$ cat src/design/tbhd_pkg.sv
package tbhd_pkg;

    // Fixed-point scale of the angle path (Q16 degrees) and the coordinate pre-shift.
    localparam int PRE_SHIFT = 20;
    localparam int ZW        = 26;
    localparam int TAB_LEN   = 24;

    // Arctangent of 2^-i in Q16 degrees, rounded.
    localparam logic [21:0] ATAN_Q16 [TAB_LEN] = '{
        22'd2949120, 22'd1740967, 22'd919879, 22'd466945, 22'd234379, 22'd117304,
        22'd58666,   22'd29335,   22'd14668,  22'd7334,   22'd3667,   22'd1833,
        22'd917,     22'd458,     22'd229,    22'd115,    22'd57,     22'd29,
        22'd14,      22'd7,       22'd4,      22'd2,      22'd1,      22'd0
    };

    localparam logic [22:0] DEG90_Q16  = 23'd5898240;
    localparam logic [24:0] DEG180_Q16 = 25'd11796480;

    // Per-word control carried alongside the data through the cell row.
    typedef struct packed {
        logic       valid;
        logic       same_pt;
        logic       ay_zero;
        logic       ax_zero;
        logic       diag;
        logic       dx_pos;
        logic       dx_neg;
        logic       dy_neg;
        logic [8:0] head;
    } tbhd_ctl_t;

endpackage

$ cat src/design/tbhd_if.sv
interface tbhd_in_if;
    logic       valid;
    logic       ready;
    logic [8:0] robot_x;
    logic [8:0] robot_y;
    logic [8:0] goal_x;
    logic [8:0] goal_y;
    logic [8:0] heading_deg;

    modport source (output valid, robot_x, robot_y, goal_x, goal_y, heading_deg,
                    input ready);
    modport sink   (input valid, robot_x, robot_y, goal_x, goal_y, heading_deg,
                    output ready);
endinterface

interface tbhd_out_if;
    logic              valid;
    logic              ready;
    logic [8:0]        bearing_deg;
    logic signed [8:0] turn_deg;
    logic [9:0]        distance;

    modport source (output valid, bearing_deg, turn_deg, distance, input ready);
    modport sink   (input valid, bearing_deg, turn_deg, distance, output ready);
endinterface

$ cat src/design/tbhd_cell.sv
module tbhd_cell #(
    parameter int W         = 32,
    parameter int SB        = 10,
    parameter int STAGE     = 0,
    parameter bit DO_CORDIC = 1'b1,
    parameter bit DO_SQRT   = 1'b1
) (
    input  logic                      clk,
    input  logic                      rst_n,
    input  logic                      en,
    input  tbhd_pkg::tbhd_ctl_t       ctl_in,
    input  logic signed [W-1:0]       x_in,
    input  logic signed [W-1:0]       y_in,
    input  logic signed [tbhd_pkg::ZW-1:0] z_in,
    input  logic [2*SB-1:0]           n_in,
    input  logic [SB+1:0]             rem_in,
    input  logic [SB-1:0]             r_in,
    output tbhd_pkg::tbhd_ctl_t       ctl_out,
    output logic signed [W-1:0]       x_out,
    output logic signed [W-1:0]       y_out,
    output logic signed [tbhd_pkg::ZW-1:0] z_out,
    output logic [2*SB-1:0]           n_out,
    output logic [SB+1:0]             rem_out,
    output logic [SB-1:0]             r_out
);
    import tbhd_pkg::*;

    localparam logic signed [ZW-1:0] ATAN_I = ZW'(ATAN_Q16[STAGE]);

    tbhd_ctl_t             ctl_reg;
    logic signed [W-1:0]   x_reg, x_next, y_reg, y_next, xs, ys;
    logic signed [ZW-1:0]  z_reg, z_next;
    logic [2*SB-1:0]       n_reg, n_next;
    logic [SB+1:0]         rem_reg, rem_next, rem_t, trial;
    logic [SB-1:0]         r_reg, r_next;

    // one CORDIC rotation toward y = 0
    always_comb
    begin
        xs = x_in >>> STAGE;
        ys = y_in >>> STAGE;
        if (!DO_CORDIC)
        begin
            x_next = x_in;
            y_next = y_in;
            z_next = z_in;
        end
        else if (!y_in[W-1])
        begin
            x_next = x_in + ys;
            y_next = y_in - xs;
            z_next = z_in + ATAN_I;
        end
        else
        begin
            x_next = x_in - ys;
            y_next = y_in + xs;
            z_next = z_in - ATAN_I;
        end
    end

    // one digit of the restoring square root
    always_comb
    begin
        rem_t = {rem_in[SB-1:0], n_in[2*SB-1 -: 2]};
        trial = {r_in, 2'b01};
        if (!DO_SQRT)
        begin
            rem_next = rem_in;
            r_next   = r_in;
            n_next   = n_in;
        end
        else
        begin
            n_next = n_in << 2;
            if (rem_t >= trial)
            begin
                rem_next = rem_t - trial;
                r_next   = {r_in[SB-2:0], 1'b1};
            end
            else
            begin
                rem_next = rem_t;
                r_next   = {r_in[SB-2:0], 1'b0};
            end
        end
    end

    always_ff @(posedge clk or negedge rst_n)
    begin
        if (!rst_n)
        begin
            ctl_reg <= '0;
        end
        else if (en)
        begin
            ctl_reg <= ctl_in;
        end
    end

    always_ff @(posedge clk)
    begin
        if (en)
        begin
            x_reg   <= x_next;
            y_reg   <= y_next;
            z_reg   <= z_next;
            n_reg   <= n_next;
            rem_reg <= rem_next;
            r_reg   <= r_next;
        end
    end

    assign ctl_out = ctl_reg;
    assign x_out   = x_reg;
    assign y_out   = y_reg;
    assign z_out   = z_reg;
    assign n_out   = n_reg;
    assign rem_out = rem_reg;
    assign r_out   = r_reg;

endmodule

$ cat src/design/target_bearing_heading_distance.sv
// Channel | Dir | Word
// query   | in  | robot_x, robot_y, goal_x, goal_y, heading_deg
// result  | out | bearing_deg, turn_deg, distance
//
// One word per cycle unless a result is stalled. A word passes a prep register (deltas,
// squares), the cell row, and the output register. Each cell does at most one CORDIC
// rotation and one square-root digit; the row length, max(CORDIC_STAGES, COORD_BITS+1),
// sets the latency. Reset clears all valid flags; no clearing pass.
// The whole pipe advances together whenever the output register is empty or being
// taken, so query.ready falls only while a result sits stalled.
module target_bearing_heading_distance #(
    parameter int COORD_BITS    = 9,
    parameter int CORDIC_STAGES = 16
) (
    input  logic      clk,
    input  logic      rst_n,
    tbhd_in_if.sink   query,
    tbhd_out_if.source result
);
    import tbhd_pkg::*;

    localparam int C  = COORD_BITS;
    localparam int W  = C + PRE_SHIFT + 3;        // CORDIC gain and sign headroom
    localparam int SB = C + 1;                    // root digits
    localparam int NC = (CORDIC_STAGES > SB) ? CORDIC_STAGES : SB;

    logic en;

    // ---------------- prep stage ----------------
    logic [C-1:0]          rx, ry, gx, gy, ax, ay;
    logic signed [C:0]     dx, dy;
    logic [2*C-1:0]        sqx, sqy;
    tbhd_ctl_t             pctl;

    tbhd_ctl_t             prep_ctl_reg;
    logic [C-1:0]          ax_reg, ay_reg;
    logic [2*C:0]          nsum_reg;

    always_comb
    begin
        // coordinates keep their low C bits, zero-extended when C is wider than the port
        rx = C'(query.robot_x);
        ry = C'(query.robot_y);
        gx = C'(query.goal_x);
        gy = C'(query.goal_y);
        dx = $signed({1'b0, rx}) - $signed({1'b0, gx});
        dy = $signed({1'b0, ry}) - $signed({1'b0, gy});
        ax = dx[C] ? C'(-dx) : dx[C-1:0];
        ay = dy[C] ? C'(-dy) : dy[C-1:0];
        sqx = ax * ax;
        sqy = ay * ay;
        pctl.valid   = query.valid;
        pctl.same_pt = (dx == '0) && (dy == '0);
        pctl.ay_zero = (ay == '0);
        pctl.ax_zero = (ax == '0);
        pctl.diag    = (ax == ay);
        pctl.dx_pos  = !dx[C] && (dx != '0);
        pctl.dx_neg  = dx[C];
        pctl.dy_neg  = dy[C];
        pctl.head    = query.heading_deg;
    end

    always_ff @(posedge clk or negedge rst_n)
    begin
        if (!rst_n)
        begin
            prep_ctl_reg <= '0;
        end
        else if (en)
        begin
            prep_ctl_reg <= pctl;
        end
    end

    always_ff @(posedge clk)
    begin
        if (en)
        begin
            ax_reg   <= ax;
            ay_reg   <= ay;
            nsum_reg <= {1'b0, sqx} + {1'b0, sqy};
        end
    end

    // ---------------- cell row ----------------
    tbhd_ctl_t             ctl_c [NC+1];
    logic signed [W-1:0]   x_c   [NC+1];
    logic signed [W-1:0]   y_c   [NC+1];
    logic signed [ZW-1:0]  z_c   [NC+1];
    logic [2*SB-1:0]       n_c   [NC+1];
    logic [SB+1:0]         rem_c [NC+1];
    logic [SB-1:0]         r_c   [NC+1];

    assign ctl_c[0] = prep_ctl_reg;
    assign x_c[0]   = $signed(W'({ax_reg, {PRE_SHIFT{1'b0}}}));
    assign y_c[0]   = $signed(W'({ay_reg, {PRE_SHIFT{1'b0}}}));
    assign z_c[0]   = '0;
    assign n_c[0]   = {1'b0, nsum_reg};
    assign rem_c[0] = '0;
    assign r_c[0]   = '0;

    for (genvar i = 0; i < NC; i++)
    begin : g_cell
        tbhd_cell #(
            .W         (W),
            .SB        (SB),
            .STAGE     (i),
            .DO_CORDIC (i < CORDIC_STAGES),
            .DO_SQRT   (i < SB)
        ) u_cell (
            .clk     (clk),
            .rst_n   (rst_n),
            .en      (en),
            .ctl_in  (ctl_c[i]),
            .x_in    (x_c[i]),
            .y_in    (y_c[i]),
            .z_in    (z_c[i]),
            .n_in    (n_c[i]),
            .rem_in  (rem_c[i]),
            .r_in    (r_c[i]),
            .ctl_out (ctl_c[i+1]),
            .x_out   (x_c[i+1]),
            .y_out   (y_c[i+1]),
            .z_out   (z_c[i+1]),
            .n_out   (n_c[i+1]),
            .rem_out (rem_c[i+1]),
            .r_out   (r_c[i+1])
        );
    end

    // ---------------- finish: clamp, quadrant, fold ----------------
    tbhd_ctl_t             fctl;
    logic signed [ZW-1:0]  zf, theta, a;
    logic [ZW-1:0]         ub;
    logic [8:0]            v;
    logic signed [10:0]    d, dfold;

    logic                  out_valid_reg;
    logic [8:0]            bearing_reg;
    logic signed [8:0]     turn_reg;
    logic [9:0]            dist_reg;

    always_comb
    begin
        fctl = ctl_c[NC];
        zf   = z_c[NC];
        if (fctl.ay_zero)
            theta = '0;
        else if (fctl.ax_zero)
            theta = ZW'(DEG90_Q16);
        else if (fctl.diag)
            theta = ZW'(DEG90_Q16 >> 1);
        else if (zf < 0)
            theta = '0;
        else if (zf > $signed(ZW'(DEG90_Q16)))
            theta = ZW'(DEG90_Q16);
        else
            theta = zf;

        if (fctl.same_pt)
            a = '0;
        else if (!fctl.dy_neg)
            a = fctl.dx_pos ? theta : $signed(ZW'(DEG180_Q16)) - theta;
        else
            a = fctl.dx_neg ? theta - $signed(ZW'(DEG180_Q16)) : -theta;

        ub = ZW'(a + $signed(ZW'(DEG180_Q16)));
        v  = ub[24:16];
        d  = $signed({2'b00, v}) - $signed({2'b00, fctl.head});
        if (d > 11'sd180)
            dfold = d - 11'sd360;
        else if (d < -11'sd180)
            dfold = d + 11'sd360;
        else
            dfold = d;
    end

    assign en = !out_valid_reg || result.ready;

    always_ff @(posedge clk or negedge rst_n)
    begin
        if (!rst_n)
        begin
            out_valid_reg <= 1'b0;
        end
        else if (en)
        begin
            out_valid_reg <= fctl.valid;
        end
    end

    always_ff @(posedge clk)
    begin
        if (en)
        begin
            bearing_reg <= (v == 9'd360) ? 9'd0 : v;
            turn_reg    <= dfold[8:0];
            dist_reg    <= 10'(r_c[NC]);
        end
    end

    assign query.ready        = en;
    assign result.valid       = out_valid_reg;
    assign result.bearing_deg = bearing_reg;
    assign result.turn_deg    = turn_reg;
    assign result.distance    = dist_reg;

    // ---------------- checks ----------------
    a_bearing_range: assert property (@(posedge clk) disable iff (!rst_n)
        out_valid_reg |-> bearing_reg < 9'd360)
        else $error("bearing out of range");

    a_turn_range: assert property (@(posedge clk) disable iff (!rst_n)
        out_valid_reg |-> (turn_reg >= -9'sd180) && (turn_reg <= 9'sd180))
        else $error("turn out of range");

    a_zero_dist: assert property (@(posedge clk) disable iff (!rst_n)
        (COORD_BITS <= 9) && out_valid_reg && (dist_reg == 10'd0)
            |-> bearing_reg == 9'd180)
        else $error("coincident points must give bearing 180");

    a_pipe_move: assert property (@(posedge clk) disable iff (!rst_n)
        en && fctl.valid |=> out_valid_reg)
        else $error("word lost at output register");

endmodule
$ cat src/flat_wrapper.sv
// flat-port wrapper written by rule: the top's interface ports become plain ports
module target_bearing_heading_distance_flat import tbhd_pkg::*;
#(
    parameter int COORD_BITS    = 9,
    parameter int CORDIC_STAGES = 16
)
  (clk, rst_n, query_valid, query_robot_x, query_robot_y, query_goal_x, query_goal_y, query_heading_deg, query_ready, result_valid, result_bearing_deg, result_turn_deg, result_distance, result_ready);
  tbhd_in_if query_i ();
  tbhd_out_if result_i ();
  input  logic clk;
  input  logic rst_n;
  input wire logic [$bits(query_i.valid)-1:0] query_valid;
  input wire logic [$bits(query_i.robot_x)-1:0] query_robot_x;
  input wire logic [$bits(query_i.robot_y)-1:0] query_robot_y;
  input wire logic [$bits(query_i.goal_x)-1:0] query_goal_x;
  input wire logic [$bits(query_i.goal_y)-1:0] query_goal_y;
  input wire logic [$bits(query_i.heading_deg)-1:0] query_heading_deg;
  output wire logic [$bits(query_i.ready)-1:0] query_ready;
  output wire logic [$bits(result_i.valid)-1:0] result_valid;
  output wire logic [$bits(result_i.bearing_deg)-1:0] result_bearing_deg;
  output wire logic [$bits(result_i.turn_deg)-1:0] result_turn_deg;
  output wire logic [$bits(result_i.distance)-1:0] result_distance;
  input wire logic [$bits(result_i.ready)-1:0] result_ready;
  assign query_i.valid = query_valid;
  assign query_i.robot_x = query_robot_x;
  assign query_i.robot_y = query_robot_y;
  assign query_i.goal_x = query_goal_x;
  assign query_i.goal_y = query_goal_y;
  assign query_i.heading_deg = query_heading_deg;
  assign query_ready = query_i.ready;
  assign result_valid = result_i.valid;
  assign result_bearing_deg = result_i.bearing_deg;
  assign result_turn_deg = result_i.turn_deg;
  assign result_distance = result_i.distance;
  assign result_i.ready = result_ready;
  target_bearing_heading_distance #(.COORD_BITS(COORD_BITS), .CORDIC_STAGES(CORDIC_STAGES)) u_core (.clk(clk), .rst_n(rst_n), .query(query_i), .result(result_i));
endmodule
$ cat config.mk
export PLATFORM = sky130hd
export DESIGN_NAME = target_bearing_heading_distance_flat
export DESIGN_NICKNAME = d
export VERILOG_FILES = /design/src/design/tbhd_pkg.sv /design/src/design/tbhd_if.sv /design/src/design/tbhd_cell.sv /design/src/design/target_bearing_heading_distance.sv /design/src/flat_wrapper.sv
export SDC_FILE = /design/constraint.sdc
export NUM_CORES = 2
export LEC_CHECK = 0
export BUFFER_PORTS_ARGS = -buffer_cell sky130_fd_sc_hd__buf_2
export CORE_AREA = 3 3 497 499
export CTS_CLUSTER_DIAMETER = 30
export DETAILED_ROUTE_END_ITERATION = 10
export DIE_AREA = 0 0 500 502
export GPL_ROUTABILITY_DRIVEN = 0
export GPL_TIMING_DRIVEN = 1
export PLACE_DENSITY = 0.62
export REMOVE_ABC_BUFFERS = 1
export SLEW_MARGIN = 15
export SYNTH_ARGS = -nofsm -noshare
export SYNTH_HDL_FRONTEND = slang
export SYNTH_SLANG_ARGS = --single-unit
$ cat constraint.sdc
create_clock -name clk -period 162 [get_ports clk]
set_input_delay 32.4 -clock clk [delete_from_list [all_inputs] [get_ports clk]]
set_output_delay 32.4 -clock clk [all_outputs]
set_load 0.02 [all_outputs]
# After elaboration in Yosys (flattened, before gate mapping)
# Index checks and enable logic that the tools add are counted.
dict set report totals {
  ff_bits 1956
  latchBits 0
  mem_bits_rw 0
  romBits 0
  inputBits 49
  output_inout_bits 30
  elab_cells 446
  mem_count 0
}
dict set report classes {
  add_sub_neg 105
  mul 2
  div 0
  magnitude_cmp 14
  eq_ne 2
  n_shift 0
  mux 74
  n_bitwise 0
  reduce_logical 10
}
# operator count
set ops {}
lappend ops {{2-to-1 mux 32 bit} 27}
lappend ops {{2-to-1 mux 26 bit} 14}
lappend ops {{2-to-1 mux 25 bit} 9}
lappend ops {{2-to-1 mux 10 bit} 8}
lappend ops {{adder 32 x 19 -> 32 bit} 2}
lappend ops {{adder 32 x 20 -> 32 bit} 2}
lappend ops {{adder 32 x 21 -> 32 bit} 2}
lappend ops {{adder 32 x 22 -> 32 bit} 2}
lappend ops {{adder 32 x 23 -> 32 bit} 2}
lappend ops {{adder 32 x 24 -> 32 bit} 2}
lappend ops {{adder 32 x 25 -> 32 bit} 2}
lappend ops {{adder 32 x 26 -> 32 bit} 2}
lappend ops {{adder 32 x 27 -> 32 bit} 2}
lappend ops {{adder 32 x 28 -> 32 bit} 2}
lappend ops {{adder 32 x 29 -> 32 bit} 2}
lappend ops {{adder 32 x 30 -> 32 bit} 2}
lappend ops {{subtractor 32 x 19 -> 32 bit} 2}
lappend ops {{subtractor 32 x 20 -> 32 bit} 2}
lappend ops {{subtractor 32 x 21 -> 32 bit} 2}
lappend ops {{subtractor 32 x 22 -> 32 bit} 2}
lappend ops {{subtractor 32 x 23 -> 32 bit} 2}
lappend ops {{subtractor 32 x 24 -> 32 bit} 2}
lappend ops {{subtractor 32 x 25 -> 32 bit} 2}
lappend ops {{subtractor 32 x 26 -> 32 bit} 2}
lappend ops {{84 further kinds} 109}

# Depth between registers and ports, before layout
dict set report logic_depth {
  ltp_word 15
  depth_mapped 35
  depth_no_buf 35
}

# By module
# A second synthesis with hierarchy kept.
dict set report hier_totals {
  cells_unflattened 17684
  area_unflattened_um2 178780.2
}
# module instances cells_per_inst area_per_inst_um2 seq_area_each_um2
set by_module_without_submodules {}
lappend by_module_without_submodules {{tbhd_cell at u_core.g_cell[2].u_cell} 1 1122 11103.1 4329.2}
lappend by_module_without_submodules {{tbhd_cell at u_core.g_cell[1].u_cell} 1 1119 11000.6 4329.2}
lappend by_module_without_submodules {{tbhd_cell at u_core.g_cell[4].u_cell} 1 1098 10970.5 4329.2}
lappend by_module_without_submodules {{tbhd_cell at u_core.g_cell[7].u_cell} 1 1091 10923.0 4329.2}
lappend by_module_without_submodules {{tbhd_cell at u_core.g_cell[6].u_cell} 1 1087 10906.7 4329.2}
lappend by_module_without_submodules {{tbhd_cell at u_core.g_cell[5].u_cell} 1 1059 10882.9 4329.2}
lappend by_module_without_submodules {{tbhd_cell at u_core.g_cell[0].u_cell} 1 1107 10782.8 4299.1}
lappend by_module_without_submodules {{tbhd_cell at u_core.g_cell[9].u_cell} 1 1075 10735.3 4329.2}
lappend by_module_without_submodules {{tbhd_cell at u_core.g_cell[3].u_cell} 1 1070 10702.8 4329.2}
lappend by_module_without_submodules {{tbhd_cell at u_core.g_cell[8].u_cell} 1 1025 10421.2 4329.2}
lappend by_module_without_submodules {{tbhd_cell at u_core.g_cell[12].u_cell} 1 990 10367.4 4389.2}
lappend by_module_without_submodules {{tbhd_cell at u_core.g_cell[10].u_cell} 1 970 10212.3 4389.2}
lappend by_module_without_submodules {{tbhd_cell at u_core.g_cell[14].u_cell} 1 978 10142.2 4389.2}
lappend by_module_without_submodules {{tbhd_cell at u_core.g_cell[15].u_cell} 1 980 10129.7 4389.2}
lappend by_module_without_submodules {{+3 rows} - - - -}

# Worst setup path before layout
# OpenSTA, ideal clock, no wires.
dict set report synth_timing {
  kind {input to output}
  from {in result_ready}
  to {out query_ready}
  arrival_time_ns 70.529
  t_required_ns 129.600
  path_slack_ns 59.071
  path_stages 4
  path_buffers 2
  path_cell_list {nor2b_1 -> clkbuf_1 -> inv_2 -> clkbuf_1}
}
dict set report synth_via {
  elab_chain_cells 1
}
# item line
set synth_lines {}
lappend synth_lines {{start: declaration} flat_wrapper.sv:23} ;# input wire logic [$bits(result_i.ready)-1:0] result_ready;
lappend synth_lines {{logical OR 1 bit} target_bearing_heading_distance.sv:178} ;# assign en = !out_valid_reg || result.ready;
lappend synth_lines {{end: declaration} flat_wrapper.sv:18} ;# output wire logic [$bits(query_i.ready)-1:0] query_ready;
# No other way between the ends.

# Worst setup path after layout
# Same ends and word-level chain as after synthesis.

==> metrics.yaml <==
synthesis:
  synth_top_area_share_pct: 36.0
  async_reset_ff_share_pct: 17.2
  synth.avg_cell_area_sq_um: 9.96
  synth_top_family_by_area: "adder cells"
  synthSimpleGateAreaFrac_pct: 14.9
  synth_mux_area_share_pct: 0.565
  ys.flop_type: "edfxtp_1"
  synthAdderAreaFrac_pct: 15.0
  synth_common_cells: "1,394 x edfxtp_1, 1,391 x nand2_1, 1,176 x ha_1"
  synth-xor-area-share_pct: 10.6
  synth.most_common_cell: "edfxtp_1"
  synth_area_leaders: "edfxtp_1 36%, ha_1 13%, xnor2_1 6.8%"
  synth_compound_area_share_pct: 13.8
  ys_seq_elements: 1684
  synth_edf_count: 1394
  ys_warn_count: 0
  ys_types: 103
  yosysSeqAreaShare_pct: 42.2
  synthCells: 11700
  synthesis.area_sq_um: 116000
  yosys.area.top_type: "edfxtp_1"
finish:
  drive_gt1_share_pct: 7.05
  largest_reg_flops: 355
  final_util_pct: 54.7
  syn_to_final_growth_pct: 14.3
  postLayoutCellArea_sq_um: 133000
  nets: 13400
grt:
  overflow: 0
  antenna_found_initial: 1
  grtUsageTotal_pct: 19.5
  grt_pass1_vias: 85200
  grt_start_max_net_pins: 210
  grt_pass1_wl_um: 412000
detailed_routing:
  antenna_left: 0
  drc: 0
  via_count: 85000
  viasPerCell: 5.48
  drtIter0Drc: 4998
  drtPass1Iterations: 6
  wl_per_cell_um: 16.1
  wirelength_um: 250000
sta:
  hold_viol: 0
  rsz0062_at_grt: "no"
  maxSlewHeadroom_pct: 29.4
  min_period_over_period_pct: 40.9
  finalClockSkew_ns: 0.0715
  slew_viol_final: 0
  min_period_ns: 66.25
  tightestPinTransition_ns: 1.05
  fmax_mhz: 15.1
  finalSetupViolCount: 0
  tns_ns: 0
floorplanning:
  rows: 181
  die_h_um: 502
  die_area_sq_um: 251000
  io_pins: 79
  core-area_sq_um: 243000
  die_width_um: 500
  start_util_pct: 47.9
clock_network:
  clock_latency_ns: 0.95
  post-cts-setup-buffer-count: 0
  clock_path_buffers: 4
  post_cts_resized: 0
  cts_root_buf: "clkbuf_16"
  cts_buffers: 370
  cts_tree: "done"
  ctsHoldBuffers: 0
  cts.clk_slew.worst_paths_ns: 0.06
  htreeDepth: 5
  cts_num_sinks: 1684
worst_setup_path:
  crit_type: "primary input to output port"
  start_kind: "primary input"
  crit_fanout: 81
  crit_arrival_ns: 33.85
  required_ns: 129.60
  endpoint_kind: "output port"
outcome:
  status: "complete, no violations"
place:
  placed_cell_area_sq_um: 121000
  io_buffers: 78
  dp_hpwl_um: 189000
worst_hold_path:
  hold_class: "flop to flop"
job:
  drv_cap: 0
through the flow:
stage | hold slack, ns | instances | setup WS (ns)
5_1_grt | 0.379 | 15500 | 95.65
2_1_floorplan | 0.400 | 11500 | 33.90
4_1_cts | 0.376 | 15500 | 95.75
3_5_place_dp | 0.405 | 14800 | 95.76
6_report | 0.379 | 15500 | 95.75
3_3_place_gp | 0.400 | 14800 | 95.77
path summary, 6_finish.rpt:
path	startpoint	endpoint	slack [ns]	cells past startpoint
min reg2reg	u_core.g_cell[14].u_cell.r_out[2]$_DFFE_PP_	u_core.g_cell[15].u_cell.r_out[2]$_DFFE_PP_	0.38	0
min in group asynchronous	rst_n	u_core.g_cell[7].u_cell.ctl_out[6]$_DFFE_PN0P_	31.54	1
min	u_core.g_cell[14].u_cell.r_out[2]$_DFFE_PP_	u_core.g_cell[15].u_cell.r_out[2]$_DFFE_PP_	0.38	0
max reg2reg	u_core.g_cell[11].u_cell.x_out[18]$_DFFE_PP_	u_core.g_cell[12].u_cell.y_out[29]$_DFFE_PP_	156.45	14
max in group asynchronous	rst_n	u_core.g_cell[1].u_cell.ctl_out[14]$_DFFE_PN0P_	128.86	2
max	result_ready	query_ready	95.75	5
final cells by class:
type                       count  area [sq um]
tap                         3202          4010
sequential                  1684         49100
timing repair buffer         134           871
multi-input combinational   9112         63900
clock inverter               220          2420
fill                       20800        110000
clock buffer                 444          9960
inverter                     710          2670
antenna                        1          2.50
critical path: stages:
cell and delay, ns:
buf_2 0.11, nor2b_4 0.09, buf_4 0.49, inv_8 0.35
buf_2 0.28
layer usage:
layer | routed length [um] | global-route usage, % | part of all wire [%] | vias to the layer above
li1 | - | - | - | 42600
met2 | 121000 | 34.2 | 49 | 1746
met1 | 108000 | 23.9 | 43 | 39900
met5 | 0 | 0 | 0 | -
met3 | 8980 | 2.67 | 3.6 | 710
met4 | 11100 | 8.93 | 4.4 | 0
placed cells by master (no fill, tap or decap), drive strengths merged, types with 96 or more instances in the layout:
cell | Yosys | final
nor2 | 1032 | 1032
nand2 | 1391 | 1391
clkbuf | 148 | 444
buf | 32 | 134
a31oi | 96 | 96
nor2b | 150 | 150
nand3 | 150 | 150
o21ai | 477 | 477
o21bai | 116 | 116
a21oi | 878 | 878
fa | 134 | 134
xnor2 | 904 | 904
ha | 1176 | 1176
o21a | 137 | 137
or3 | 103 | 103
nor3 | 306 | 306
inv | 707 | 735
clkinv | 3 | 120
dfrtp | 290 | 290
a21o | 284 | 284
and3 | 122 | 122
nand2b | 159 | 159
xor2 | 503 | 503
edfxtp | 1394 | 1394
cells by family (layout without fill, tap and decap cells):
group,Yosys count,count (layout)
buf+inv,890,1508
xor+xnor,1408,1408
compound gates,2532,2532
other cells,1,2
mux,61,61
fa+ha+maj,1310,1310
simple gates,3800,3800
flops,1684,1684
Power is left out: the tool's default activity adds up to more than one toggle a clock period on the data nets, which glitch-free logic cannot reach.
